**src/hdl/ipv6_prefix_acl_match_assert.svh**
```systemverilog
// assertion macros for the prefix access list
`ifndef IPV6_PREFIX_ACL_MATCH_ASSERT_SVH
`define IPV6_PREFIX_ACL_MATCH_ASSERT_SVH

// checked outside reset only
`define ACL_ASSERT(lbl, prop, msg) \
  lbl: assert property (@(posedge clk_i) disable iff (!rst_ni) prop) else $error(msg);

// checked on every edge, reset included
`define ACL_ASSERT_ALWAYS(lbl, prop, msg) \
  lbl: assert property (@(posedge clk_i) prop) else $error(msg);

`endif

```
**src/hdl/ipacl_pkg.sv**
```systemverilog
`default_nettype none

package ipacl_pkg;

  localparam int unsigned DEF_ENTRIES = 16;
  localparam int unsigned IN_W        = 272;
  localparam int unsigned USER_W      = 2;
  localparam int unsigned OUT_W       = 8;

  typedef enum logic [1:0] {
    KIND_ADD   = 2'd0,
    KIND_TEST  = 2'd1,
    KIND_CLEAR = 2'd2
  } kind_e;

  typedef enum logic [1:0] {
    ST_IDLE,
    ST_EXEC,
    ST_SCAN,
    ST_FIN
  } state_e;

  typedef struct packed {
    logic load;
    logic exec_add;
    logic exec_clear;
    logic rd_first;
    logic rd_next;
    logic hit;
    logic finish;
  } cmd_t;

  typedef struct packed {
    kind_e kind;
    logic  empty;
    logic  match;
    logic  last;
    logic  out_free;
  } sts_t;

endpackage

`default_nettype wire

```
**src/hdl/ipacl_ctrl.sv**
```systemverilog
`default_nettype none

module ipacl_ctrl (
  input  wire logic            clk_i,
  input  wire logic            rst_ni,
  input  wire logic            in_valid_i,
  output logic                 in_ready_o,
  input  wire ipacl_pkg::sts_t sts_i,
  output ipacl_pkg::cmd_t      cmd_o
);
  import ipacl_pkg::*;

  state_e state_d, state_q;

  always_comb begin
    state_d = state_q;
    case (state_q)
      ST_IDLE: begin
        if (in_valid_i) begin
          state_d = ST_EXEC;
        end
      end
      ST_EXEC: begin
        if (sts_i.kind == KIND_TEST && !sts_i.empty) begin
          state_d = ST_SCAN;
        end else begin
          state_d = ST_FIN;
        end
      end
      ST_SCAN: begin
        if (sts_i.match || sts_i.last) begin
          state_d = ST_FIN;
        end
      end
      ST_FIN: begin
        if (sts_i.out_free) begin
          state_d = ST_IDLE;
        end
      end
      default: state_d = ST_IDLE;
    endcase
  end

  always_comb begin
    cmd_o      = '0;
    in_ready_o = 1'b0;
    case (state_q)
      ST_IDLE: begin
        in_ready_o = 1'b1;
        cmd_o.load = in_valid_i;
      end
      ST_EXEC: begin
        case (sts_i.kind)
          KIND_ADD:   cmd_o.exec_add   = 1'b1;
          KIND_CLEAR: cmd_o.exec_clear = 1'b1;
          KIND_TEST:  cmd_o.rd_first   = !sts_i.empty;
          default:    cmd_o            = '0;
        endcase
      end
      ST_SCAN: begin
        cmd_o.hit     = sts_i.match;
        cmd_o.rd_next = !sts_i.match && !sts_i.last;
      end
      ST_FIN: begin
        cmd_o.finish = sts_i.out_free;
      end
      default: cmd_o = '0;
    endcase
  end

  always_ff @(posedge clk_i or negedge rst_ni) begin
    if (!rst_ni) begin
      state_q <= ST_IDLE;
    end else begin
      state_q <= state_d;
    end
  end

endmodule

`default_nettype wire

```
**config.mk**
```make
export PLATFORM = sky130hd
export DESIGN_NAME = ipacl_ctrl
export DESIGN_NICKNAME = d
export VERILOG_FILES = /design/src/hdl/ipv6_prefix_acl_match_assert.svh /design/src/hdl/ipacl_pkg.sv /design/src/hdl/ipacl_ctrl.sv
export SDC_FILE = /design/constraint.sdc
export NUM_CORES = 1
export LEC_CHECK = 0
export BUFFER_PORTS_ARGS = -buffer_cell sky130_fd_sc_hd__buf_2
export CORE_AREA = 2 2 39 41
export CTS_BUF_LIST = sky130_fd_sc_hd__clkbuf_16
export DETAILED_ROUTE_END_ITERATION = 12
export DIE_AREA = 0 0 41 43
export PLACE_DENSITY = 0.4
export SYNTH_ARGS = -nofsm -noshare
export SYNTH_HDL_FRONTEND = slang
export SYNTH_SLANG_ARGS = --single-unit
```
**constraint.sdc**
```tcl
create_clock -name clk_i -period 1.5 [get_ports clk_i]
set_input_delay 0.075 -clock clk_i [delete_from_list [all_inputs] [get_ports clk_i]]
set_output_delay 0.075 -clock clk_i [all_outputs]
set_load 0.01 [all_outputs]
```
==> run metrics, run 1 <==
clock tree sinks=2; leakage=0.266 nW; Worst R2R Setup Slack=-30 ps; Worst Reg2Reg Path Length in Cells=5; outcome=finished, violations left; initial core utilization=17.0%; normalized max-slew margin=79.3%; number of flip-flops and latches in the synthesized netlist=2; endpoint of the worst register-to-register path=state_q[0]$_DFFE_PN0P_; worst-case setup margin in the final layout=-27.1 ps; global-route congestion overflow total=0; Max clock buf depth=2; Die Footprint=1760 um^2; slew at the pin closest to its max-slew limit=around 310 ps; clock transition at the register clock pins on the worst setup and hold paths after CTS=~30 ps; data arrival time of the critical path=1660 ps; via count=about 290; net count after synthesis=38; failing checks=setup timing; IO Count=17; power share of the combinational group=roughly 54%; share of total power in sequential cells=10.3%; kind of cell with the highest combined delay on the critical path=simple AND/OR/NAND/NOR gates; net total in the final layout=67; register name with the most flops=state_q; area growth from synthesis to final layout=119%; worst skew pair latency=220 ps; residual antenna-violating net count after detailed routing=0; number of antenna violations at the first check in global routing=0; cell with the largest stage delay on the worst path=sky130_fd_sc_hd__or4_4; sum of internal, switching and leakage power=about 1.1 mW; largest vdd supply drop=0.00113 V; number of antenna repair diodes=0; largest cells by area after synthesis=sky130_fd_sc_hd__dfrtp_1 21%, sky130_fd_sc_hd__ha_1 21%, sky130_fd_sc_hd__nor3b_4 8.0%; library cell with the highest instance count after synthesis=sky130_fd_sc_hd__ha_1; ratio of cells with drive above 1 in the final layout=75.0%; final max-slew violation count=0; kind of start point of the critical path=flop; total internal power=780 uW; average size of a mapped cell=between 9 and 10 um^2; gpl congestion=0.672; number of buffers created by CTS=3; instance count on the critical path=5; Primary FF master, synth=sky130_fd_sc_hd__dfrtp_1; largest net degree at the start of global routing=5; sequential element share of the synthesized area=between 20% and 30%; cells after synthesis=25; Crit. End Element=flop; I/O Buffers=16; DRT iter0 DRCs=0; final wirelength=about 630 um; buffer cell driving the clock tree root=sky130_fd_sc_hd__clkbuf_16; required time of the worst setup path=approximately 1600 ps; total standard cell area after synthesis=around 240 um^2; worst slack at placement=-119 ps; power per unit of standard cell area=2150 nW/um^2; sequential cell area=roughly 50 um^2; list of cells traversed by the critical path=inv_2 -> ha_4 -> and2b_1 -> or4_4 -> a22oi_2; setup repair after global routing missed its margin=true; Highest Clock Rate=655 MHz; number of filler cells placed in the layout=between 150 and 200; number of enable flip-flop cells after synthesis=0; number of buffer and inverter stages on the critical path=1; final count of hold timing violations=0; Largest register FFs=2; post-detailed-route wirelength per cell=9.26 um; Final setup violation count=2; floorplan core area=1380 um^2; number of iterations in the first detailed-routing pass=1; origin of the critical flop-to-flop path=state_q[1]$_DFFE_PN0P_; share of the clock period used by the worst path=102%; worst setup skew after layout=between 0.3 and 0.4 ps; Clk pwr share=between 30% and 40%; slowest stage delay, CP=510 ps; most area-hungry cell type in the Yosys netlist=sky130_fd_sc_hd__dfrtp_1; most frequent cells after synthesis=4 x sky130_fd_sc_hd__ha_1, 3 x sky130_fd_sc_hd__inv_1, 2 x sky130_fd_sc_hd__and2_1, 2 x sky130_fd_sc_hd__dfrtp_1; global-route wire length before repair=roughly 1000 um; Vias/cell=4.22; GRT Overall Usage=9.45%; die extent in x=approximately 40 um; async set-reset flop share out of synthesis=100%; num rows=14; Net Sw Frac=between 20% and 30%; number of global-route vias before repair=265; yosys warns=0; highest net fanout along the worst path=4; H-Tree Level Count=1; critical path class=reg2reg; biggest registers after layout=state_q (2); number of distinct library cells after synthesis=18; clock tree from TritonCTS=yes; type of the most critical hold path=in2async; switching component of the power=roughly 330 uW; Vert. Die Dim=roughly 43 um; number of design rule violations left after detail routing=0; total of max-cap violations=0; final worst path period need=~1500 ps; area of combinational cells with multiple inputs=216 um^2; area fraction of the dominant cell type after synthesis=approximately a fifth
==> area by class of cell <==
cell class | count | area share, %
Multi-Input combinational cell | 20 | 42.0
Timing Repair Buffer | 24 | 27.7
Clock buffer | 3 | 14.6
Sequential cell | 2 | 9.71
Tap cell | 16 | 3.88
Inverter | 3 | 2.18
==> worst reg2reg max path: cells and delay by family, from the launching register on <==
family / cells / cell delay, ps
AND/OR/NAND/NOR: 2 / 680
flip-flops: 1 / 380
adder cells (fa/ha/maj): 1 / 160
AO/OA/AOI/OAI: 1 / 140
buffers and inverters: 1 / 70
==> cells in the final DEF, fill, tap and decap left out, drive strengths merged, types with 2 or more instances in the layout <==
master  synthesis  layout
inv             3       3
nor3b           2       2
clkbuf          0       3
ha              4       4
buf             0      23
dfrtp           2       2
and2            3       3
==> timing repair <==
action / 4_1_cts / 5_1_grt
hold buffers: 1 / 0
endpoints found under the setup margin: 3 / 4
buffers inserted: 2 / 0
pin swaps: 2 / 1
hold endpoints to repair: 2 / 0
gates resized for setup: 3 / 3
==> per-stage QoR <==
step                instances  util, %  setup TNS [ps]  instance area, um^2  hold slack, ps
detailed placement         62     28.0            -126                  388            -139
CTS                        68     36.3           -79.8                  502             160
finish                     68     37.3           -40.1                  515             161
global placement           62     28.0            -108                  388            -138
global route               68     37.3            -191                  515             192
floorplan                  25        -               0                  250            -221
==> cells by family (layout without fill, tap and decap cells) <==
logic type               after synthesis  in the layout  share of synthesized area, %
flip-flops                             2              2                          21.3
adder cells (fa/ha/maj)                4              4                          21.3
buffers and inverters                  3             30                          4.79
AO/OA/AOI/OAI                          2              2                          6.39
multiplexers                           1              1                          4.79
AND/OR/NAND/NOR                       13             13                          41.5
==> worst max path at each step <==
| stage | end | slack, ps | startpoint |
|---|---|---|---|
| after floorplan | state_q[0]$_DFFE_PN0P_ | 4 | state_q[1]$_DFFE_PN0P_ |
| final | state_q[0]$_DFFE_PN0P_ | -30 | state_q[1]$_DFFE_PN0P_ |
| after global routing | state_q[0]$_DFFE_PN0P_ | -100 | state_q[1]$_DFFE_PN0P_ |
| after global placement | state_q[0]$_DFFE_PN0P_ | -100 | state_q[1]$_DFFE_PN0P_ |
| after detailed placement | state_q[0]$_DFFE_PN0P_ | -120 | state_q[1]$_DFFE_PN0P_ |
| after CTS | state_q[0]$_DFFE_PN0P_ | -40 | state_q[1]$_DFFE_PN0P_ |
==> power by group through the flow <==
stage	Combinational [mW]	Sequential [mW]	Clock, mW
2_1_floorplan	0.298	0.114	0
3_3_place_gp	0.490	0.120	0
3_5_place_dp	0.501	0.120	0
4_1_cts	0.607	0.114	0.407
5_1_grt	0.669	0.120	0.417
6_report	0.594	0.114	0.399
==> routing by layer <==
layer	vias to the layer above	part of all wire, %	routed length (um)	GRT usage [%]
met2	8	56	355	14.7
met5	-	0	0	0
met3	2	3.3	21	3.14
li1	143	-	-	-
met4	0	2.4	15	10.0
met1	134	38	238	8.39
No activity file was read; power rests on OpenSTA's default activity.
==> inputs of run 2 (changes only) <==
Settings changed: CORE_AREA 2 2 39 41 to 10 10 47 49, DIE_AREA 0 0 41 43 to 0 0 57 59.
==> run 2 against run 1 <==
Net effect: routed wire length up 9.0%; combinational power decreased by 8.6%; critical path type unchanged; the flow now finishes without violations; power is 3.9% lower; setup slack better by 30 ps; clock skew about the same; critical path depth stayed put; clock power about the same; largest cell class unchanged; global-route usage is 5.0 points lower; utilization is 1.5 points lower.
==> run metrics, run 2 (synthesis results as in run 1) <==
outcome=complete, no violations; register name with the most flops=state_q; number of iterations in the first detailed-routing pass=1; global-route wire length before repair=1170 um; power per unit of standard cell area=roughly 2100 nW/um^2; normalized max-slew margin=between 80% and 90%; list of cells traversed by the critical path=inv_2 -> ha_4 -> and2b_1 -> or4_4 -> a22oi_2; post-detailed-route wirelength per cell=approximately 10 um; sum of internal, switching and leakage power=about 1.1 mW; Die Footprint=3360 um^2; critical path class=reg2reg; type of the most critical hold path=in2async; Max clock buf depth=2; floorplan core area=1400 um^2; clock tree sinks=2; kind of cell with the highest combined delay on the critical path=simple AND/OR/NAND/NOR gates; final max-slew violation count=0; die extent in x=57 um; number of buffer and inverter stages on the critical path=1; residual antenna-violating net count after detailed routing=0; gpl congestion=0.669; cell with the largest stage delay on the worst path=sky130_fd_sc_hd__or4_4; biggest registers after layout=state_q (2); share of the clock period used by the worst path=99.8%; area growth from synthesis to final layout=113%; number of design rule violations left after detail routing=0; Worst Reg2Reg Path Length in Cells=5; Crit. End Element=flop; number of buffers created by CTS=3; final worst path period need=1500 ps; via count=258; final wirelength=about 700 um; # Post-CTS Setup Buffers=0; Vert. Die Dim=between 50 and 60 um; ratio of cells with drive above 1 in the final layout=72.0%; summed negative setup slack over all endpoints=0 ps; total of max-cap violations=0; Placed Instances=62; commonest cells after routing, fill and taps aside=16 x sky130_fd_sc_hd__buf_2, 5 x sky130_fd_sc_hd__buf_4, 3 x sky130_fd_sc_hd__clkbuf_16; number of global-route vias before repair=278; number of antenna violations at the first check in global routing=0; GRT Overall Usage=~4.4%; num rows=14; largest net degree at the start of global routing=6; final count of hold timing violations=0; commonest non-fill, non-tap cell in the layout=sky130_fd_sc_hd__buf_2; Vias/cell=3.91; count of placed standard cells in the final layout, fillers left out=66; setup repair after global routing missed its margin=true; net total in the final layout=65; instance count on the critical path=5; Highest Clock Rate=668 MHz; Final setup violation count=0; worst skew pair latency=220 ps; HPWL after DPL=roughly 600 um; startpoint of the most critical setup path=state_q[1]$_DFFE_PN0P_; Largest register FFs=2; buffer cell driving the clock tree root=sky130_fd_sc_hd__clkbuf_16; origin of the critical flop-to-flop path=state_q[1]$_DFFE_PN0P_; global-route congestion overflow total=0; leakage=0.257 nW; number of antenna repair diodes=0; slew at the pin closest to its max-slew limit=roughly 300 ps; clock tree from TritonCTS=yes; DRT iter0 DRCs=0; initial core utilization=16.8%; kind of start point of the critical path=flop; H-Tree Level Count=1; worst setup skew after layout=0.508 ps; clock transition at the register clock pins on the worst setup and hold paths after CTS=30 ps; highest net fanout along the worst path=5; largest vdd supply drop=approximately 0.0011 V; data arrival time of the critical path=1630 ps; IO Count=17; required time of the worst setup path=1640 ps; I/O Buffers=16; slowest stage delay, CP=510 ps
run 2: worst paths after layout:
path                       slack [ps]                endpoint
min in group clk_i                260  state_q[0]$_DFFE_PN0P_
setup / recovery                    2  state_q[0]$_DFFE_PN0P_
setup reg to reg                    2  state_q[0]$_DFFE_PN0P_
max in group asynchronous        1230  state_q[1]$_DFFE_PN0P_
hold reg to reg                   570  state_q[1]$_DFFE_PN0P_
hold / removal                    160  state_q[1]$_DFFE_PN0P_
run 2: power breakdown:
part           switching (mW)  internal, mW
logic                   0.219         0.324
registers              0.0318        0.0885
clock network          0.0600         0.339
total                   0.311         0.752
run 2: worst reg2reg max path, delay by kind of cell, from the launching register on:
kind | cells | cell delay [ps]
AND/OR/NAND/NOR | 2 | 680
AO/OA/AOI/OAI | 1 | 130
flip-flops | 1 | 390
adder cells (fa/ha/maj) | 1 | 160
buffers and inverters | 1 | 60
run 2: repair_timing:
| item | in CTS | in global routing |
|---|---|---|
| hold buffers | 1 | 0 |
| endpoints found under the hold margin | 2 | 0 |
| pin swaps | 1 | 0 |
| resized for setup | 3 | 3 |
| setup endpoints to repair | 3 | 3 |
run 2: routing by layer:
metal  global-route usage [%]  share of wire (%)
met5                        0                  0
met4                     4.03                  0
met3                     1.72                4.1
met2                     7.44                 62
met1                     4.15                 34
run 2: area by class of cell:
cell class	count	area [um^2]
sequential	2	51.3
clock buffer	3	75.1
tap	16	20.0
timing repair buffer	22	128
fill	150	901
multi-input combinational	20	215
inverter	3	11.3
run 2: stage by stage:
step | utilization, % | setup slack (ps) | cell area, um^2 | hold slack (ps)
2_1_floorplan | - | 3.56 | 250 | -221
3_3_place_gp | 27.7 | -97.9 | 388 | -138
3_5_place_dp | 27.7 | -98.5 | 388 | -140
4_1_cts | 34.8 | -47.7 | 488 | 161
5_1_grt | 35.7 | -78.4 | 500 | 198
6_report | 35.7 | 2.49 | 500 | 162
==> inputs of run 3 (changes only) <==
Settings changed: ABC_AREA from default to 1, CTS_BUF_LIST sky130_fd_sc_hd__clkbuf_16 to sky130_fd_sc_hd__clkbuf_4 sky130_fd_sc_hd__clkbuf_8 sky130_fd_sc_hd__clkbuf_16, PLACE_DENSITY 0.4 to 0.41, SLEW_MARGIN from default to 10.
==> run 3 against run 2 <==
Net effect: global-route usage shrank 0.21 points; critical path depth is the same; power shrank 41%; flip-flop and latch count is the same; register-to-register slack gained 230 ps; hold slack gained 7.8 ps; clock-buffer cell count is the same.
==> run metrics, run 3 <==
die extent in x=57 um; number of buffers created by CTS=3; area fraction of the dominant cell type after synthesis=19.8%; final worst path period need=1340 ps; commonest cells after routing, fill and taps aside=16 x sky130_fd_sc_hd__buf_2, 9 x sky130_fd_sc_hd__inv_1, 7 x sky130_fd_sc_hd__nand2_1; number of buffer and inverter stages on the critical path=2; number of antenna repair diodes=0; type of the most critical hold path=in2async; required time of the worst setup path=1420 ps; # Post-CTS Setup Buffers=0; IO Count=17; worst setup skew after layout=approximately 1.8 ps; leakage=0.251 nW; clock tree sinks=2; async set-reset flop share out of synthesis=100%; Worst Reg2Reg Path Length in Cells=8; clock transition at the register clock pins on the worst setup and hold paths after CTS=30 ps; Crit. End Element=output port; most area-hungry cell type in the Yosys netlist=sky130_fd_sc_hd__dfrtp_1; Max clock buf depth=2; HPWL after DPL=573 um; Final setup violation count=0; number of flip-flops and latches in the synthesized netlist=2; Worst R2R Setup Slack=about 230 ps; global-route congestion overflow total=0; total internal power=about 340 uW; worst-case setup margin in the final layout=159 ps; initial core utilization=roughly 18%; slowest stage delay, CP=between 400 and 500 ps; net count after synthesis=50; slew at the pin closest to its max-slew limit=roughly 170 ps; register name with the most flops=state_q; outcome=complete, no violations; Largest register FFs=2; number of global-route vias before repair=~290; instance count on the critical path=5; num rows=14; highest net fanout along the worst path=5; number of distinct library cells after synthesis=10; final wirelength=650 um; floorplan core area=1400 um^2; power share of the combinational group=62.4%; switching component of the power=290 uW; setup repair after global routing missed its margin=false; area growth from synthesis to final layout=52.5%; Primary FF master, synth=sky130_fd_sc_hd__dfrtp_1; H-Tree Level Count=1; number of enable flip-flop cells after synthesis=0; Vert. Die Dim=a little under 60 um; startpoint of the most critical setup path=state_q[0]$_DFFE_PN0P_; largest vdd supply drop=0.000654 V; most frequent cells after synthesis=10 x sky130_fd_sc_hd__inv_1, 7 x sky130_fd_sc_hd__nand2_1, 5 x sky130_fd_sc_hd__nand2_2; number of iterations in the first detailed-routing pass=2; worst skew pair latency=220 ps; gpl congestion=0.669; yosys warns=0; net total in the final layout=72; number of antenna violations at the first check in global routing=0; list of cells traversed by the critical path=inv_1 -> ha_1 -> nand2_2 -> nor2_4 -> buf_2; final count of hold timing violations=0; kind of cell with the highest combined delay on the critical path=flip-flops; critical path class=reg2out; Die Footprint=3360 um^2; kind of start point of the critical path=flop; normalized max-slew margin=approximately nine tenths; post-detailed-route wirelength per cell=8.90 um; Highest Clock Rate=745 MHz; data arrival time of the critical path=1270 ps; number of design rule violations left after detail routing=0; worst setup path endpoint=cmd_o[2]; summed negative setup slack over all endpoints=0 ps; share of total power in sequential cells=19.0%; global-route wire length before repair=1160 um; average size of a mapped cell=6.83 um^2; final max-slew violation count=0; library cell with the highest instance count after synthesis=sky130_fd_sc_hd__inv_1; Vias/cell=approximately 3.7; power per unit of standard cell area=1630 nW/um^2; total of max-cap violations=0; largest cells by area after synthesis=sky130_fd_sc_hd__dfrtp_1 20%, sky130_fd_sc_hd__ha_1 20%, sky130_fd_sc_hd__inv_1 15%; endpoint of the worst register-to-register path=state_q[0]$_DFFE_PN0P_; Net Sw Frac=46.1%; cells after synthesis=37; total standard cell area after synthesis=around 250 um^2; biggest registers after layout=state_q (2); residual antenna-violating net count after detailed routing=0; largest net degree at the start of global routing=6; Clk pwr share=between 10% and 20%; DRT iter0 DRCs=2; ratio of cells with drive above 1 in the final layout=47.4%; worst slack at placement=213 ps; commonest non-fill, non-tap cell in the layout=sky130_fd_sc_hd__buf_2; share of the clock period used by the worst path=89.4%; I/O Buffers=16; buffer cell driving the clock tree root=sky130_fd_sc_hd__clkbuf_4; sequential element share of the synthesized area=19.8%; via count=between 200 and 300; GRT Overall Usage=4.24%; cell with the largest stage delay on the worst path=sky130_fd_sc_hd__dfrtp_1; clock tree from TritonCTS=yes; origin of the critical flop-to-flop path=state_q[0]$_DFFE_PN0P_
## run 3: cell types whose count changed after synthesis, sizes merged, moves of 2 or more
cell	delta
inv	+7
nand2	+12
o21ai	+2
nor2	+3
nor3b	-2
and2	-3
## run 3: cells by family (layout without fill, tap and decap cells)
| kind of cell | Yosys count | in the layout | share of synthesized area, % |
|---|---|---|---|
| buffers and inverters | 10 | 30 | 14.9 |
| and+or+nand+nor | 19 | 19 | 41.6 |
| adders and majority gates | 4 | 4 | 19.8 |
| DFF | 2 | 2 | 19.8 |
| AOI/OAI and AO/OA | 2 | 2 | 3.96 |
## run 3: stage by stage
stage	util (%)	hold WS [ps]	instance area [um^2]	power, mW	cells
2_1_floorplan	-	-221	253	0.403	37
3_3_place_gp	25.2	-137	353	0.523	69
3_5_place_dp	25.2	-138	353	0.519	69
4_1_cts	27.5	158	385	0.648	73
5_1_grt	27.5	162	385	0.722	73
6_report	27.5	169	385	0.628	73
## run 3: metal layers
layer,share of wire (%),global-route usage (%),routed length [um]
met4,0,4.03,0
met5,0,0,0
met2,53,6.36,343
met1,38,4.53,250
met3,8.6,1.50,56
## run 3: worst min path at each step
stage / startpoint / to / slack (ps) / depth (start not counted)
detailed placement: rst_ni / state_q[0]$_DFFE_PN0P_ / -140 / 1
finish: rst_ni / state_q[0]$_DFFE_PN0P_ / 170 / 2
floorplan: rst_ni / state_q[0]$_DFFE_PN0P_ / -220 / 0
global placement: rst_ni / state_q[1]$_DFFE_PN0P_ / -140 / 1
global route: rst_ni / state_q[0]$_DFFE_PN0P_ / 160 / 2
CTS: rst_ni / state_q[0]$_DFFE_PN0P_ / 160 / 2
## run 3: cell type report
cell class	instances	area (um^2)
inverter	10	37.5
sequential	2	50.0
tap	16	20.0
clock buffer	3	22.5
fill	175	1020
timing repair buffer	17	90.1
multi-input combinational	25	165
## run 3: worst reg2reg max path, stage by stage, from the launching register on
cell	delay, ps
sky130_fd_sc_hd__dfrtp_1	410
sky130_fd_sc_hd__inv_1	90
sky130_fd_sc_hd__ha_1	250
sky130_fd_sc_hd__nand2_2	80
sky130_fd_sc_hd__nand2_2	60
sky130_fd_sc_hd__nor2_4	130
sky130_fd_sc_hd__nand2_2	50
sky130_fd_sc_hd__nand2_1	50
sky130_fd_sc_hd__nand2_1	50
## run 3: power groups by stage
| stage | Clock (mW) | Sequential, mW | Combinational [mW] |
|---|---|---|---|
| 2_1_floorplan | 0 | 0.109 | 0.293 |
| 3_3_place_gp | 0 | 0.120 | 0.403 |
| 3_5_place_dp | 0 | 0.119 | 0.401 |
| 4_1_cts | 0.125 | 0.118 | 0.405 |
| 5_1_grt | 0.129 | 0.126 | 0.467 |
| 6_report | 0.117 | 0.119 | 0.392 |
## run 3: repair_timing
action / in CTS / in global routing
endpoints found under the setup margin: 0 / 1
hold buffers: 1 / 0
gates resized for setup: 0 / 1
hold endpoints to repair: 2 / 0
